[src/hdl/ppke_pkg.sv]
package ppke_pkg;

  localparam int NUM_BUTTONS = 12;
  localparam int COUNT_WIDTH = 16;

  localparam int BTN_FIELD = 12;
  localparam int TICKS_W   = 16;
  localparam int SIDX_W    = 4;
  localparam int BTN_IW    = (NUM_BUTTONS > 1) ? $clog2(NUM_BUTTONS) : 1;
  localparam int CMP_W     = (BTN_IW > SIDX_W) ? BTN_IW : SIDX_W;
  localparam int THR_W     = (COUNT_WIDTH > TICKS_W) ? COUNT_WIDTH : TICKS_W;

  localparam int IN_TDATA_W  = 40;
  localparam int OUT_TDATA_W = 24;

  localparam logic [1:0] KIND_SHORT = 2'd0;
  localparam logic [1:0] KIND_LONG  = 2'd1;
  localparam logic [1:0] KIND_CW    = 2'd2;
  localparam logic [1:0] KIND_CCW   = 2'd3;

  localparam logic [3:0] CTRL_OUTER = 4'd12;
  localparam logic [3:0] CTRL_INNER = 4'd13;

  localparam logic ACT_REPORT = 1'b0;
  localparam logic ACT_TICK   = 1'b1;

  localparam logic REG_TICKS = 1'b0;
  localparam logic REG_SIDX  = 1'b1;

  typedef struct packed {
    logic [1:0] kind;
    logic [3:0] ctrl;
    logic [7:0] mode;
    logic       shifted;
    logic [7:0] rep;
  } evt_t;

  typedef struct packed {
    logic push;
    logic flush;
    evt_t evt;
  } q_ctl_t;

  typedef struct packed {
    logic can_push;
    logic flush_done;
  } q_st_t;

  typedef struct packed {
    logic                   held;
    logic                   long_done;
    logic [COUNT_WIDTH-1:0] cnt;
    logic                   emit;
    logic [1:0]             kind;
    logic                   toggle;
  } btn_res_t;

  function automatic evt_t knob_evt(input logic [7:0] raw, input logic [3:0] ctrl,
                                    input logic [7:0] mode, input logic shifted);
    evt_t e;
    e.ctrl    = ctrl;
    e.mode    = mode;
    e.shifted = shifted;
    if (raw[7]) begin
      e.kind = KIND_CCW;
      e.rep  = 8'(-raw);
    end else begin
      e.kind = KIND_CW;
      e.rep  = raw;
    end
    return e;
  endfunction

endpackage

[src/hdl/ppke_btn_unit.sv]
module ppke_btn_unit
  import ppke_pkg::*;
(
  input  logic                   action,
  input  logic                   now,
  input  logic                   held,
  input  logic                   long_done,
  input  logic [COUNT_WIDTH-1:0] cnt,
  input  logic [TICKS_W-1:0]     thr,
  input  logic                   is_shift,
  output btn_res_t               res
);

  logic [COUNT_WIDTH-1:0] cnt_inc;

  assign cnt_inc = (&cnt) ? cnt : cnt + COUNT_WIDTH'(1);

  always_comb begin
    res.held      = held;
    res.long_done = long_done;
    res.cnt       = cnt;
    res.emit      = 1'b0;
    res.kind      = KIND_SHORT;
    res.toggle    = 1'b0;
    if (action == ACT_REPORT) begin
      if (now && !held) begin
        res.held      = 1'b1;
        res.long_done = 1'b0;
        res.cnt       = '0;
      end else if (!now && held) begin
        res.emit      = !long_done;
        res.held      = 1'b0;
        res.long_done = 1'b0;
      end
    end else if (held && !long_done) begin
      res.cnt = cnt_inc;
      if (THR_W'(cnt_inc) >= THR_W'(thr)) begin
        res.long_done = 1'b1;
        res.toggle    = is_shift;
        res.emit      = !is_shift;
        res.kind      = KIND_LONG;
      end
    end
  end

endmodule

[src/hdl/ppke_evt_queue.sv]
module ppke_evt_queue
  import ppke_pkg::*;
(
  input  logic                   clk,
  input  logic                   rst_n,
  input  q_ctl_t                 ctl,
  output q_st_t                  st,
  output logic                   out_tvalid,
  input  logic                   out_tready,
  output logic [OUT_TDATA_W-1:0] out_tdata,
  output logic [1:0]             out_tuser,
  output logic                   out_tlast
);

  logic pend_valid_r, pend_valid_nxt;
  evt_t pend_r, pend_nxt;
  logic out_valid_r, out_valid_nxt;
  evt_t out_r, out_nxt;
  logic last_r, last_nxt;
  logic out_free;

  assign out_free      = !out_valid_r || out_tready;
  assign st.can_push   = out_free || !pend_valid_r;
  assign st.flush_done = out_free || !pend_valid_r;

  always_comb begin
    pend_valid_nxt = pend_valid_r;
    pend_nxt       = pend_r;
    out_valid_nxt  = out_valid_r && !out_tready;
    out_nxt        = out_r;
    last_nxt       = last_r;
    if (ctl.push && st.can_push) begin
      if (pend_valid_r) begin
        out_valid_nxt = 1'b1;
        out_nxt       = pend_r;
        last_nxt      = 1'b0;
      end
      pend_valid_nxt = 1'b1;
      pend_nxt       = ctl.evt;
    end else if (ctl.flush && pend_valid_r && out_free) begin
      out_valid_nxt  = 1'b1;
      out_nxt        = pend_r;
      last_nxt       = 1'b1;
      pend_valid_nxt = 1'b0;
    end
  end

  always_ff @(posedge clk) begin
    if (!rst_n) begin
      pend_valid_r <= 1'b0;
      out_valid_r  <= 1'b0;
    end else begin
      pend_valid_r <= pend_valid_nxt;
      out_valid_r  <= out_valid_nxt;
    end
  end

  always_ff @(posedge clk) begin
    pend_r <= pend_nxt;
    out_r  <= out_nxt;
    last_r <= last_nxt;
  end

  assign out_tvalid = out_valid_r;
  assign out_tlast  = last_r;
  assign out_tuser  = out_r.kind;
  assign out_tdata  = {3'b000, out_r.rep, out_r.shifted, out_r.mode, out_r.ctrl};

endmodule

[src/hdl/panel_press_and_knob_event_generator.sv]
// Channel   Ports                     Beat contents
// in        in_tvalid/tready/tdata    report or tick, tuser = action
// out       out_tvalid/tready/tdata   one event, tuser = kind, tlast = final event
// cfg       cfg_psel ... cfg_prdata   0x0 long_press_ticks, 0x4 shift_button_index
//
// One input beat is accepted, then passes the outer and inner knob states (reports
// only), then the shared step unit one button per cycle (NUM_BUTTONS) while the queue
// does not stall it, then a flush state.
// A stalled output register plus a full pending event stalls any knob or button push.
// Reset is synchronous; the state, mode, button counters and flags and queue valid bits clear.
module panel_press_and_knob_event_generator
  import ppke_pkg::*;
(
  input  logic                   clk,
  input  logic                   rst_n,
  input  logic                   in_tvalid,
  output logic                   in_tready,
  // buttons[11:0], outer_turn[19:12], inner_turn[27:20], mode_code[35:28]
  input  logic [IN_TDATA_W-1:0]  in_tdata,
  // action[0]
  input  logic                   in_tuser,
  output logic                   out_tvalid,
  input  logic                   out_tready,
  // control[3:0], mode[11:4], shifted[12], repeat_res[20:13]
  output logic [OUT_TDATA_W-1:0] out_tdata,
  // event_kind[1:0]
  output logic [1:0]             out_tuser,
  output logic                   out_tlast,
  input  logic                   cfg_psel,
  input  logic                   cfg_penable,
  input  logic                   cfg_pwrite,
  input  logic [2:0]             cfg_paddr,
  input  logic [31:0]            cfg_pwdata,
  output logic [31:0]            cfg_prdata,
  output logic                   cfg_pready
);

  localparam logic [2:0] S_IDLE  = 3'd0;
  localparam logic [2:0] S_OUTER = 3'd1;
  localparam logic [2:0] S_INNER = 3'd2;
  localparam logic [2:0] S_SCAN  = 3'd3;
  localparam logic [2:0] S_FLUSH = 3'd4;

  logic [2:0]         state_r, state_nxt;
  logic [BTN_IW-1:0]  idx_r, idx_nxt;
  logic               action_r;
  logic [BTN_FIELD-1:0] btn_r;
  logic [7:0]         outer_r, inner_r;
  logic [7:0]         mode_r, mode_nxt;
  logic               shift_r, shift_nxt;
  logic [TICKS_W-1:0] ticks_r;
  logic [SIDX_W-1:0]  sidx_r;

  logic [NUM_BUTTONS-1:0] held_r, long_done_r;
  logic [COUNT_WIDTH-1:0] cnt_r [NUM_BUTTONS];

  logic                   accept, commit, cfg_wr;
  logic [BTN_FIELD+NUM_BUTTONS-1:0] btn_wide;
  logic [NUM_BUTTONS-1:0] btn_ext;
  logic [TICKS_W-1:0]     thr;
  logic                   is_shift;
  btn_res_t               ures;
  q_ctl_t                 qctl;
  q_st_t                  qst;

  assign in_tready = (state_r == S_IDLE);
  assign accept    = in_tvalid && in_tready;

  assign cfg_pready = 1'b1;
  assign cfg_wr     = cfg_psel && cfg_penable && cfg_pwrite && cfg_pready;
  assign cfg_prdata = (cfg_paddr[2] == REG_SIDX) ? {28'd0, sidx_r} : {16'd0, ticks_r};

  assign btn_wide = {NUM_BUTTONS'(0), btn_r};
  assign btn_ext  = btn_wide[NUM_BUTTONS-1:0];
  assign thr      = (ticks_r == '0) ? TICKS_W'(1) : ticks_r;
  assign is_shift = (CMP_W'(sidx_r) == CMP_W'(idx_r));

  ppke_btn_unit u_unit (
    .action    (action_r),
    .now       (btn_ext[idx_r]),
    .held      (held_r[idx_r]),
    .long_done (long_done_r[idx_r]),
    .cnt       (cnt_r[idx_r]),
    .thr       (thr),
    .is_shift  (is_shift),
    .res       (ures)
  );

  ppke_evt_queue u_queue (
    .clk        (clk),
    .rst_n      (rst_n),
    .ctl        (qctl),
    .st         (qst),
    .out_tvalid (out_tvalid),
    .out_tready (out_tready),
    .out_tdata  (out_tdata),
    .out_tuser  (out_tuser),
    .out_tlast  (out_tlast)
  );

  always_comb begin
    state_nxt      = state_r;
    idx_nxt        = idx_r;
    mode_nxt       = mode_r;
    shift_nxt      = shift_r;
    commit         = 1'b0;
    qctl.push      = 1'b0;
    qctl.flush     = 1'b0;
    qctl.evt       = knob_evt(outer_r, CTRL_OUTER, mode_r, shift_r);
    unique case (state_r)
      S_IDLE: begin
        idx_nxt = '0;
        if (accept) begin
          if (in_tuser == ACT_REPORT) begin
            state_nxt = S_OUTER;
            if (in_tdata[35:28] != mode_r) begin
              mode_nxt  = in_tdata[35:28];
              shift_nxt = 1'b0;
            end
          end else begin
            state_nxt = S_SCAN;
          end
        end
      end
      S_OUTER: begin
        qctl.push = (outer_r != 8'd0);
        if (!qctl.push || qst.can_push) begin
          state_nxt = S_INNER;
        end
      end
      S_INNER: begin
        qctl.evt  = knob_evt(inner_r, CTRL_INNER, mode_r, shift_r);
        qctl.push = (inner_r != 8'd0);
        if (!qctl.push || qst.can_push) begin
          state_nxt = S_SCAN;
        end
      end
      S_SCAN: begin
        qctl.evt.kind    = ures.kind;
        qctl.evt.ctrl    = 4'(idx_r);
        qctl.evt.rep     = 8'd1;
        qctl.push        = ures.emit;
        if (!ures.emit || qst.can_push) begin
          commit = 1'b1;
          if (ures.toggle) begin
            shift_nxt = !shift_r;
          end
          if (idx_r == BTN_IW'(NUM_BUTTONS - 1)) begin
            state_nxt = S_FLUSH;
          end else begin
            idx_nxt = idx_r + BTN_IW'(1);
          end
        end
      end
      S_FLUSH: begin
        qctl.flush = 1'b1;
        if (qst.flush_done) begin
          state_nxt = S_IDLE;
        end
      end
      default: begin
        state_nxt = S_IDLE;
      end
    endcase
  end

  always_ff @(posedge clk) begin
    if (!rst_n) begin
      state_r     <= S_IDLE;
      idx_r       <= '0;
      mode_r      <= '0;
      shift_r     <= 1'b0;
      ticks_r     <= TICKS_W'(50);
      sidx_r      <= SIDX_W'(5);
      held_r      <= '0;
      long_done_r <= '0;
      for (int i = 0; i < NUM_BUTTONS; i++) begin
        cnt_r[i] <= '0;
      end
    end else begin
      state_r <= state_nxt;
      idx_r   <= idx_nxt;
      mode_r  <= mode_nxt;
      shift_r <= shift_nxt;
      if (cfg_wr) begin
        if (cfg_paddr[2] == REG_TICKS) begin
          ticks_r <= cfg_pwdata[TICKS_W-1:0];
        end else begin
          sidx_r <= cfg_pwdata[SIDX_W-1:0];
        end
      end
      if (commit) begin
        held_r[idx_r]      <= ures.held;
        long_done_r[idx_r] <= ures.long_done;
        cnt_r[idx_r]       <= ures.cnt;
      end
    end
  end

  always_ff @(posedge clk) begin
    if (accept) begin
      action_r <= in_tuser;
      btn_r    <= in_tdata[11:0];
      outer_r  <= in_tdata[19:12];
      inner_r  <= in_tdata[27:20];
    end
  end

endmodule

[config.mk]
export PLATFORM = sky130hd
export DESIGN_NAME = panel_press_and_knob_event_generator
export DESIGN_NICKNAME = d
export VERILOG_FILES = /design/src/hdl/ppke_pkg.sv /design/src/hdl/ppke_btn_unit.sv /design/src/hdl/ppke_evt_queue.sv /design/src/hdl/panel_press_and_knob_event_generator.sv
export SDC_FILE = /design/constraint.sdc
export NUM_CORES = 1
export LEC_CHECK = 0
export BUFFER_PORTS_ARGS = -buffer_cell sky130_fd_sc_hd__buf_2
export CAP_MARGIN = 0
export CORE_MARGIN = 1.5
export CORE_UTILIZATION = 40
export CTS_CLUSTER_DIAMETER = 150
export DETAILED_ROUTE_END_ITERATION = 6
export PLACE_DENSITY = 0.57
export SLEW_MARGIN = 20
export SYNTH_ARGS = -nofsm -noshare
export SYNTH_HDL_FRONTEND = slang
export SYNTH_SLANG_ARGS = --single-unit
[constraint.sdc]
create_clock -name clk -period 7.65 [get_ports clk]
set_input_delay 1.53 -clock clk [delete_from_list [all_inputs] [get_ports clk]]
set_output_delay 1.53 -clock clk [all_outputs]
set_load 0.05 [all_outputs]
Word level (Yosys, flattened, before mapping)
Memory sizes are Yosys's and may differ from the RTL's. A register that Yosys moved wholly into a read port is not among the register bits.
Index checks and enable logic that the tools add are counted.

word-level totals
  bits in registers = 138
  bits in latches = 0
  memory bits (writable) = 192
  ROM bits = 0
  input port bits = 83
  output and inout bits = 62
  logic and storage cells = 166
  memories kept = 1

cells by class
  add/sub/neg operators = 4
  $mul = 0
  divide/modulo/power cells = 0
  magnitude comparators = 3
  equality and inequality tests = 18
  shifts and indexed selects = 0
  muxes and demuxes = 71
  bitwise logic cells = 2
  reduce and logical (&&, ||, !) cells = 42

memory list
  memory  words  bits a word  rd ports  clocked after memory_dff  write ports  line                                        source
  cnt_r   12     16           1         1                         12           panel_press_and_knob_event_generator.sv:55  logic [COUNT_WIDTH-1:0] cnt_r [NUM_BUTTONS];

operators by type and width
  kind                   count
  $mux 16                5
  $mux 23                3
  $mux 1                 31
  $bwmux 12              2
  $mux 4                 6
  $mux 21                1
  $mux 3                 7
  $mux 18                1
  $add 16x1->16 const B  1
  $ge 16x16->1           1
  $logic_not 16->1       1
  $mux 8                 2
  $neg 8->8              2
  $pmux 8 s2             1
  $reduce_and 16->1      1
  $reduce_bool 8->1      2
  $reduce_or 16->1       1
  $pmux 3 s5             1
  $ne 2x2->1 const B     7
  $bmux 1 s4             3
  $pmux 6 s2             1
  $reduce_and 6->1       2
  $logic_and 1x1->1      11
  $logic_not 1->1        11
  22 further kinds       36

Depth between registers and ports, before layout
Gate-level depths: netlist of run 1.

  depth in word-level cells = 16
  gate-level depth with buffers = 25
  depth with buffers taken out = 19

Cells and area by module
From an unflattened synthesis of run 1, not the netlist that was laid out.

unflattened totals
  cell total of the unflattened synthesis = 1315
  area total of the unflattened synthesis = 18519.0 um^2

modules (own cells, without submodules)
  module                                instances  cells an instance  area an instance (um^2)  sequential area each (um^2)
  panel_press_and_knob_event_generator  1          1065               15725.1                  9839.4
  ppke_evt_queue                        1          64                 1545.2                   1451.4
  ppke_btn_unit                         1          186                1248.7                   0.0

Least setup slack after synthesis of run 1
Ideal clock, no wire load.

  kind = reg2reg
  start point = reg with a tool-made name
  end point = mem cnt_r[11][0], enable pin
  setup time = 0.411 ns
  arrival = 6.468 ns
  data required time = 7.239 ns
  path slack = 0.771 ns
  stages on the path, launching flop included = 25
  buffers on the path = 6
  period minus slack after synthesis = 6.879 ns
  cell sequence = dfxtp_1 > buf_4 > buf_12 > buf_8 > buf_6 > mux4_2 > a221oi_1 > inv_1 > ha_1 > nor3b_1 > and3_1 > buf_2 > a21oi_1 > nand2_1 > xnor2_1 > ha_1 > a21o_1 > a21oi_1 > nor3_1 > o221ai_1 > a21boi_0 > o211ai_1 > clkbuf_1 > nand2_1 > o21ai_0

RTL lines
  element        line
  end, declared  panel_press_and_knob_event_generator.sv:55

==> results of run 1 <==
## sequential cells by signal, summed over array words and instances (netlist names), 8 cells and up, named ones only
signal / cells
mode_r: 8
u_queue.out_tdata: 21
ticks_r: 16
u_queue.pend_r: 23
cnt_r: 256
inner_r: 8
btn_ext: 12
outer_r: 8
long_done_r: 12
held_r: 12
## area by class of cell
type	count	area [um^2]
Inverter	59	221
Sequential cell	398	11300
Clock buffer	55	1120
Tap cell	600	751
Fill cell	4064	24300
Clock inverter	20	164
Multi-Input combinational cell	921	6580
Antenna cell	2	5.00
Timing Repair Buffer	170	1230
## worst reg2reg max path, cell delays in order (launching register included)
cell,delay [ns]
dfxtp_2,0.55
buf_4,0.29
nor2_1,0.85
a22oi_1,0.40
a32oi_1,0.38
o21ai_1,0.35
and3_1,0.44
nand2_1,0.30
nand2_1,0.11
xor2_1,0.18
ha_1,0.32
a21oi_1,0.12
o21ai_0,0.10
a22oi_1,0.58
a21boi_0,0.37
o211a_1,0.39
or4_1,0.58
nand2_1,0.16
buf_12,0.19
## logic make-up after synthesis
kind of cell | share of synthesized area, %
simple gates | 12.2
flops | 60.5
compound gates | 8.77
buf+inv | 4.76
mux | 10.8
xor+xnor | 1.41
fa+ha+maj | 1.54
other cells | 0.0403
## through the flow
step | hold WS (ns) | total power, uW | utilization (%) | instance area (um^2) | cells
floorplan | 0.400 | 3010 | - | 18700 | 1491
global placement | 0.402 | 3190 | 43.9 | 20100 | 2147
detailed placement | 0.405 | 3210 | 44.0 | 20100 | 2148
CTS | 0.415 | 5150 | 46.8 | 21400 | 2223
global route | 0.422 | 5280 | 46.8 | 21400 | 2225
finish | 0.417 | 5100 | 46.8 | 21400 | 2225
## how the worst min path moves through the flow
stage	to
2_1_floorplan	u_queue.out_tdata[0]
5_1_grt	u_queue.out_tdata[1]
4_1_cts	u_queue.out_tdata[5]
3_5_place_dp	u_queue.out_tdata[5]
6_report	u_queue.out_tdata[11]
3_3_place_gp	u_queue.out_tdata[8]
## synthesized netlist by cell type, types with 8 or more instances
master | number | area, um^2
nand4_1 | 32 | 200
nand3_1 | 20 | 100
clkbuf_1 | 50 | 188
mux4_2 | 45 | 1010
buf_2 | 21 | 105
or3_1 | 8 | 50.1
nor3_1 | 20 | 100
nand2_1 | 109 | 409
mux4_1 | 20 | 526
buf_4 | 27 | 203
edfxtp_1 | 332 | 9970
ha_1 | 23 | 288
and2_1 | 16 | 100
xor2_1 | 18 | 158
nor2b_1 | 16 | 100
xnor2_1 | 12 | 105
o21ai_0 | 36 | 180
nor2_1 | 232 | 871
o31ai_1 | 20 | 150
a221oi_1 | 12 | 105
nor4_1 | 9 | 56.3
a21oi_1 | 67 | 335
mux2i_1 | 44 | 440
inv_1 | 57 | 214
a22oi_1 | 8 | 60.1
dfxtp_1 | 66 | 1320
## report_power, final
part           internal, uW  switching, uW  total [uW]
combinational           217            430         646
clock                  1100            843        1950
sequential             2460           49.1        2510
total                  3780           1320        5100
## metal layers
metal	track usage [%]	vias to the layer above	wire length [um]	part of all wire (%)
met1	27.1	6244	20600	42
met3	2.38	72	2230	4.6
met2	34.8	351	24500	50
li1	-	5712	-	-
met5	0	-	0	0
met4	7.03	0	1270	2.6
## layout by cell type, fill, tap and decap left out, drive strengths merged, types with 16 or more instances in the layout
master,Yosys,layout
dfxtp,66,66
and2,20,20
o21ai,38,38
edfxtp,332,332
nand4,32,32
buf,63,170
nor2b,16,16
conb,2,20
clkbuf,50,55
mux2i,44,44
ha,23,23
nor3,22,22
xor2,18,18
mux4,65,65
o31ai,20,20
nand2,109,109
a21oi,67,67
nor2,234,234
inv,59,61
nand3,21,21
==> out/results.ini, run 1 <==
[run_status]
status = finished clean

[floorplanning]
coreArea_um2 = 45700
die_y_um = 219
ios = 145
rows = 78
die_w_um = 219
start_util_pct = 40.8
die_area_um2 = 47900

[critical_path]
start_kind = register
cp_slowest_cell = nor2_1
r2r-end = cnt_r[6][2]
slowest_delay_ns = 0.85
crit_fanout = 25
endpoint_kind = register
cp.arrival_ns = 7.23
crit_chain = buf_4 -> nor2_1 -> a22oi_1 -> a32oi_1 -> o21ai_1 -> and3_1 -> nand2_1 -> nand2_1 -> xor2_1 -> ha_1 -> a21oi_1 -> o21ai_0 -> a22oi_1 -> a21boi_0 -> o211a_1 -> or4_1 -> nand2_1 -> buf_12
cp.required_ns = 7.93
cp.depth = 18
reg2reg_slack_ns = 0.69
path_common_cell = nand2_1
worstRegToRegCells = 18
crit_path_end = cnt_r[6][2]
crit_buf_inv = 2
cp_top_family = compound AO/OA/AOI/OAI gates
critical_path_class = reg2reg

[yosys]
ys.flop_type = edfxtp_1
synth-async-reset-ratio_pct = 0
ys_types = 84
ys_warn_count = 0
syn_avg_cell_area_um2 = 12.7
syn_inst = 1473
seq_area_frac_synth_pct = 60.5
syn_area_um2 = 18700
synth_seq_cells = 398
synth-edff-count = 332

[worst_hold_path]
hold_depth = 0
hold_path_startpoint = u_queue.pend_r[16]
hold_class = reg2reg

[placed_design]
dp_slack_ns = 0.856
portBuffers = 102
gp_congestion = 0.850
hpwl_um = 32800

[drt]
vias = 12400
wire_per_inst_um = 21.8
routed_via_density = 5.56
route.detailed.drc = 0
initialDrtViolationCount = 959
dr.pass1.iters = 5
wl_um = 48600
antenna_left = 0

[cts]
cts_tree = yes
postCtsSetupBuffers = 0
cts_sinks = 398
htree_levels = 2
cts.path.max_buffers = 3
clkSlewWorstSetupHoldPaths_ns = 0.06
ctsResizeCount = 0
holdBufCountCts = 0
insertion_delay_ns = 0.58
cts_inserted_buffers = 42
cts_root_buffer = clkbuf_16

[global_routing]
grt_usage_pct = 20.4
grt_max_degree = 42
grt_overflow_total = 0
antenna_found_initial = 2
grt_first_pass_wirelength_um = 73600
grt_pass1_vias = 12400

[sta]
drv_slew = 0
setup_ws_ns = 0.693
fin_setup_tns_ns = 0
skew_ns = 0.0232
hold_viol = 0
relSlewSlack_pct = 23.7
max_freq_mhz = 144
tightestPinTransition_ns = 1.14
rsz0062_at_grt = no
final.period_utilization_pct = 90.9
setup_violations = 0
min_period_ns = 6.96

[cells_and_area]
final_nets = 1698
drive_gt1_share_pct = 19.0
areaGrowthSynthToFinish_pct = 14.6

[power_and_ir_drop]
peakVddDrop_v = 0.000176
p_leak_uw = 0.00774
power_density_nw_per_um2 = 239

[job]
drv_cap = 0

(Power assumes the default switching activity.)
==> run 2, diff against run 1 <==
BUFFER_PORTS_ARGS = -buffer_cell sky130_fd_sc_hd__buf_4   (was -buffer_cell sky130_fd_sc_hd__buf_2)
CTS_BUF_LIST = sky130_fd_sc_hd__clkbuf_2   (was not set)
==> out/results.ini, run 2 (synthesized netlist as in run 1, its figures left out) <==
[run_status]
status = finished clean

[power_and_ir_drop]
peakVddDrop_v = 0.000118
p_leak_uw = 0.00787
power_density_nw_per_um2 = 215

[cts]
postCtsSetupBuffers = 0
htree_levels = 3
insertion_delay_ns = 1.08
cts.path.max_buffers = 3
clkSlewWorstSetupHoldPaths_ns = 0.10
ctsResizeCount = 0
cts_tree = yes
cts_root_buffer = clkbuf_2
cts_sinks = 398
cts_inserted_buffers = 99
holdBufCountCts = 0

[sta]
setup_ws_ns = 0.973
hold_viol = 0
setup_violations = 0
skew_ns = 0.107
holdWs_ns = 0.414
final.period_utilization_pct = 87.3
rsz0062_at_grt = no
max_freq_mhz = 150
relSlewSlack_pct = 29.4
tightestPinTransition_ns = 1.06
drv_slew = 0
min_period_ns = 6.68
fin_setup_tns_ns = 0

[floorplanning]
die_w_um = 219
start_util_pct = 40.8
die_y_um = 219
rows = 78
die_area_um2 = 47900
coreArea_um2 = 45700
ios = 145

[cells_and_area]
final_area_um2 = 21200
largest_register_ffs = 256
fillers = 4228
top_register = cnt_r
drive_gt1_share_pct = 23.1
final_cell_mix = edfxtp_1 (332), nor2_1 (230), buf_4 (151), clkbuf_2 (144), nand2_1 (109)
postLayoutCoreUtil_pct = 46.5
final_common_cell = edfxtp_1
final_nets = 1755
areaGrowthSynthToFinish_pct = 13.8

[critical_path]
crit_fanout = 44
cp.required_ns = 8.38
cp.arrival_ns = 7.41
critical_path_class = reg2reg
start_kind = register
endpoint_kind = register

[global_routing]
antenna_found_initial = 1
grt_max_degree = 45
use_met3_pct = 4.30
grt_util_met1_pct = 25.9
grt_usage_pct = 20.8
grt_overflow_total = 0
top_usage_layer = met2
grt_pass1_vias = 12900
grt_first_pass_wirelength_um = 74200
use_met2_pct = 35.1

[placed_design]
gp_congestion = 0.836
place_area_um2 = 20300
dp_slack_ns = 1.06
portBuffers = 102
hpwl_um = 33200

[drt]
dr.pass1.iters = 5
route.detailed.drc = 0
wl_um = 49200
antenna_left = 0
routed_via_density = 5.48
vias = 12800
initialDrtViolationCount = 1009
wire_per_inst_um = 21.1

[job]
drv_cap = 0

[worst_hold_path]
hold_class = reg2reg

run 2: area by class of cell:
type	instances	area, um^2	area share (%)
clock inverter	37	156	0.737
clock buffer	144	721	3.39
timing repair buffer	170	1510	7.13
sequential	398	11300	53.2
antenna	2	5.00	0.0236
inverter	59	221	1.04
tap	600	751	3.54
multi-input combinational	921	6570	30.9
run 2: stage by stage:
step | power (uW) | cells
global placement | 3220 | 2147
floorplan | 3010 | 1491
CTS | 4620 | 2329
finish | 4560 | 2331
detailed placement | 3230 | 2148
global route | 4780 | 2331
run 2: final timing paths:
kind                       from                   end  slack [ns]  depth (start not counted)
max                    register         cnt_r[11][12]        0.97                         22
max reg2reg            register         cnt_r[11][12]        0.97                         22
min          u_queue.pend_r[10]  u_queue.out_tdata[5]        0.41                          0
min reg2reg  u_queue.pend_r[10]  u_queue.out_tdata[5]        0.41                          0
run 2: layer usage:
| layer | vias to the layer above | part of all wire, % |
|---|---|---|
| met4 | 0 | 3.1 |
| li1 | 5921 | - |
| met2 | 426 | 50 |
| met1 | 6343 | 41 |
| met3 | 90 | 5.7 |
| met5 | - | 0 |
run 2: report_power, final:
| group | internal, uW | switching, uW |
|---|---|---|
| clock network | 511 | 869 |
| registers | 2460 | 45.4 |
| logic | 237 | 437 |
run 2: critical path, cell delays in order, from the launching register on:
cell and delay [ns]:
dfxtp_4 0.58, buf_4 0.67, mux2i_1 0.18, a221o_1 0.46
a2bb2oi_1 0.21, a21oi_1 0.43, nand3_1 0.41, buf_4 0.30
a311oi_1 0.35, a21oi_1 0.18, ha_1 0.33, nand2_1 0.07
nor3_1 0.26, nor3b_1 0.21, a22oi_1 0.09, buf_4 0.18
a21boi_0 0.32, o211ai_1 0.14, buf_4 0.20, buf_4 0.20
nand4_1 0.15, buf_4 0.30, nor2_1 0.07
==> run 3, diff against run 2 <==
BUFFER_PORTS_ARGS = -buffer_cell sky130_fd_sc_hd__buf_2   (was -buffer_cell sky130_fd_sc_hd__buf_4)
==> out/results.ini, run 3 (synthesized netlist as in run 1, its figures left out) <==
[run_status]
status = finished clean

[cts]
postCtsSetupBuffers = 0
cts_tree = yes
cts_inserted_buffers = 100
cts_root_buffer = clkbuf_2
cts.path.max_buffers = 3
ctsResizeCount = 0
cts_sinks = 398
insertion_delay_ns = 1.10
holdBufCountCts = 0
htree_levels = 3
clkSlewWorstSetupHoldPaths_ns = 0.10

[placed_design]
hpwl_um = 32800
portBuffers = 102
gp_congestion = 0.850

[drt]
vias = 12700
route.detailed.drc = 0
wire_per_inst_um = 21.0
antenna_left = 0
routed_via_density = 5.47
met2_length_um = 24500
wl_um = 48900
wl_met3_um = 2570
dr.pass1.iters = 5
highest_layer = met4
wl_met1_um = 20500
initialDrtViolationCount = 898

[worst_hold_path]
hold_class = reg2reg
hold_path_startpoint = u_queue.pend_r[10]
min_to = u_queue.out_tdata[5]
hold_depth = 0

[sta]
max_freq_mhz = 144
hold_viol = 0
setup_violations = 0
tightestPinTransition_ns = 1.15
min_period_ns = 6.92
drv_slew = 0
rsz0062_at_grt = no
skew_ns = 0.0946
relSlewSlack_pct = 23.3
fin_setup_tns_ns = 0
final.period_utilization_pct = 90.5

[critical_path]
endpoint_kind = register
reg2reg_slack_ns = 0.73
slowest_delay_ns = 0.82
r2r-end = cnt_r[5][13]
crit_fanout = 25
crit_buf_inv = 2
critical_path_class = reg2reg
cp.arrival_ns = 7.66
cp_top_family = compound AO/OA/AOI/OAI gates
start_kind = register
cp_slowest_cell = nor2_1
cp.depth = 18
cp.required_ns = 8.39
crit_chain = buf_4 -> nor2_1 -> a22oi_1 -> a32oi_1 -> o21ai_1 -> and3_1 -> nand2_1 -> nand2_1 -> xor2_1 -> ha_1 -> a21oi_1 -> o21ai_0 -> a22oi_1 -> a21boi_0 -> o211a_1 -> or4_1 -> nand2_1 -> buf_12
path_common_cell = nand2_1
worstRegToRegCells = 18

[floorplanning]
die_y_um = 219
die_area_um2 = 47900
start_util_pct = 40.8
die_w_um = 219
ios = 145
rows = 78
coreArea_um2 = 45700

[global_routing]
grt_first_pass_wirelength_um = 74400
grt_pass1_vias = 12800
grt_max_degree = 42
grt_usage_pct = 20.7
antenna_found_initial = 4
grt_overflow_total = 0

[cells_and_area]
final_cell_mix = edfxtp_1 (332), nor2_1 (230), clkbuf_2 (156), nand2_1 (109), buf_2 (102)
drive_gt1_share_pct = 24.1
fillers = 4200
areaGrowthSynthToFinish_pct = 12.4
final_nets = 1756
top_register = cnt_r
largest_register_ffs = 256
final_common_cell = edfxtp_1
postLayoutCoreUtil_pct = 45.9

[power_and_ir_drop]
p_leak_uw = 0.00781
peakVddDrop_v = 0.000164
power_density_nw_per_um2 = 217

[job]
drv_cap = 0

## run 3: through the flow
step | power [uW] | instance area [um^2] | setup slack, ns | std cells | hold WS, ns
after detailed placement | 3210 | 20100 | 0.856 | 2148 | 0.405
after global placement | 3190 | 20100 | 0.911 | 2147 | 0.402
after global routing | 4780 | 21000 | 0.356 | 2325 | 0.435
after floorplan | 3010 | 18700 | 0.771 | 1491 | 0.400
final | 4560 | 21000 | 0.729 | 2325 | 0.425
after CTS | 4620 | 21000 | 0.817 | 2321 | 0.425
## run 3: how the worst max path moves through the flow
stage | slack [ns] | start | to
after floorplan | 0.77 | register | cnt_r[11][0]
after global placement | 0.91 | register | cnt_r[6][8]
after detailed placement | 0.86 | register | cnt_r[6][8]
after CTS | 0.82 | register | cnt_r[5][13]
after global routing | 0.36 | register | cnt_r[5][13]
final | 0.73 | register | cnt_r[5][13]
## run 3: metal layers
layer | global-route usage [%] | vias up
met5 | 0 | -
met4 | 7.92 | 0
met3 | 3.76 | 82
met2 | 34.7 | 391
met1 | 26.7 | 6345
li1 | - | 5891
## run 3: layout make-up
| type | count | area (um^2) | share of cell area [%] |
|---|---|---|---|
| Multi-Input combinational cell | 921 | 6580 | 31.4 |
| Inverter | 59 | 221 | 1.06 |
| Clock inverter | 17 | 104 | 0.495 |
| Clock buffer | 156 | 781 | 3.72 |
| Timing Repair Buffer | 170 | 1230 | 5.88 |
| Tap cell | 600 | 751 | 3.58 |
| Antenna cell | 4 | 10.0 | 0.0477 |
| Sequential cell | 398 | 11300 | 53.9 |
## run 3: power breakdown
part           switching (uW)  leakage (uW)  internal [uW]
logic                     429       0.00330            217
registers                48.9       0.00382           2460
clock network             865      0.000698            544
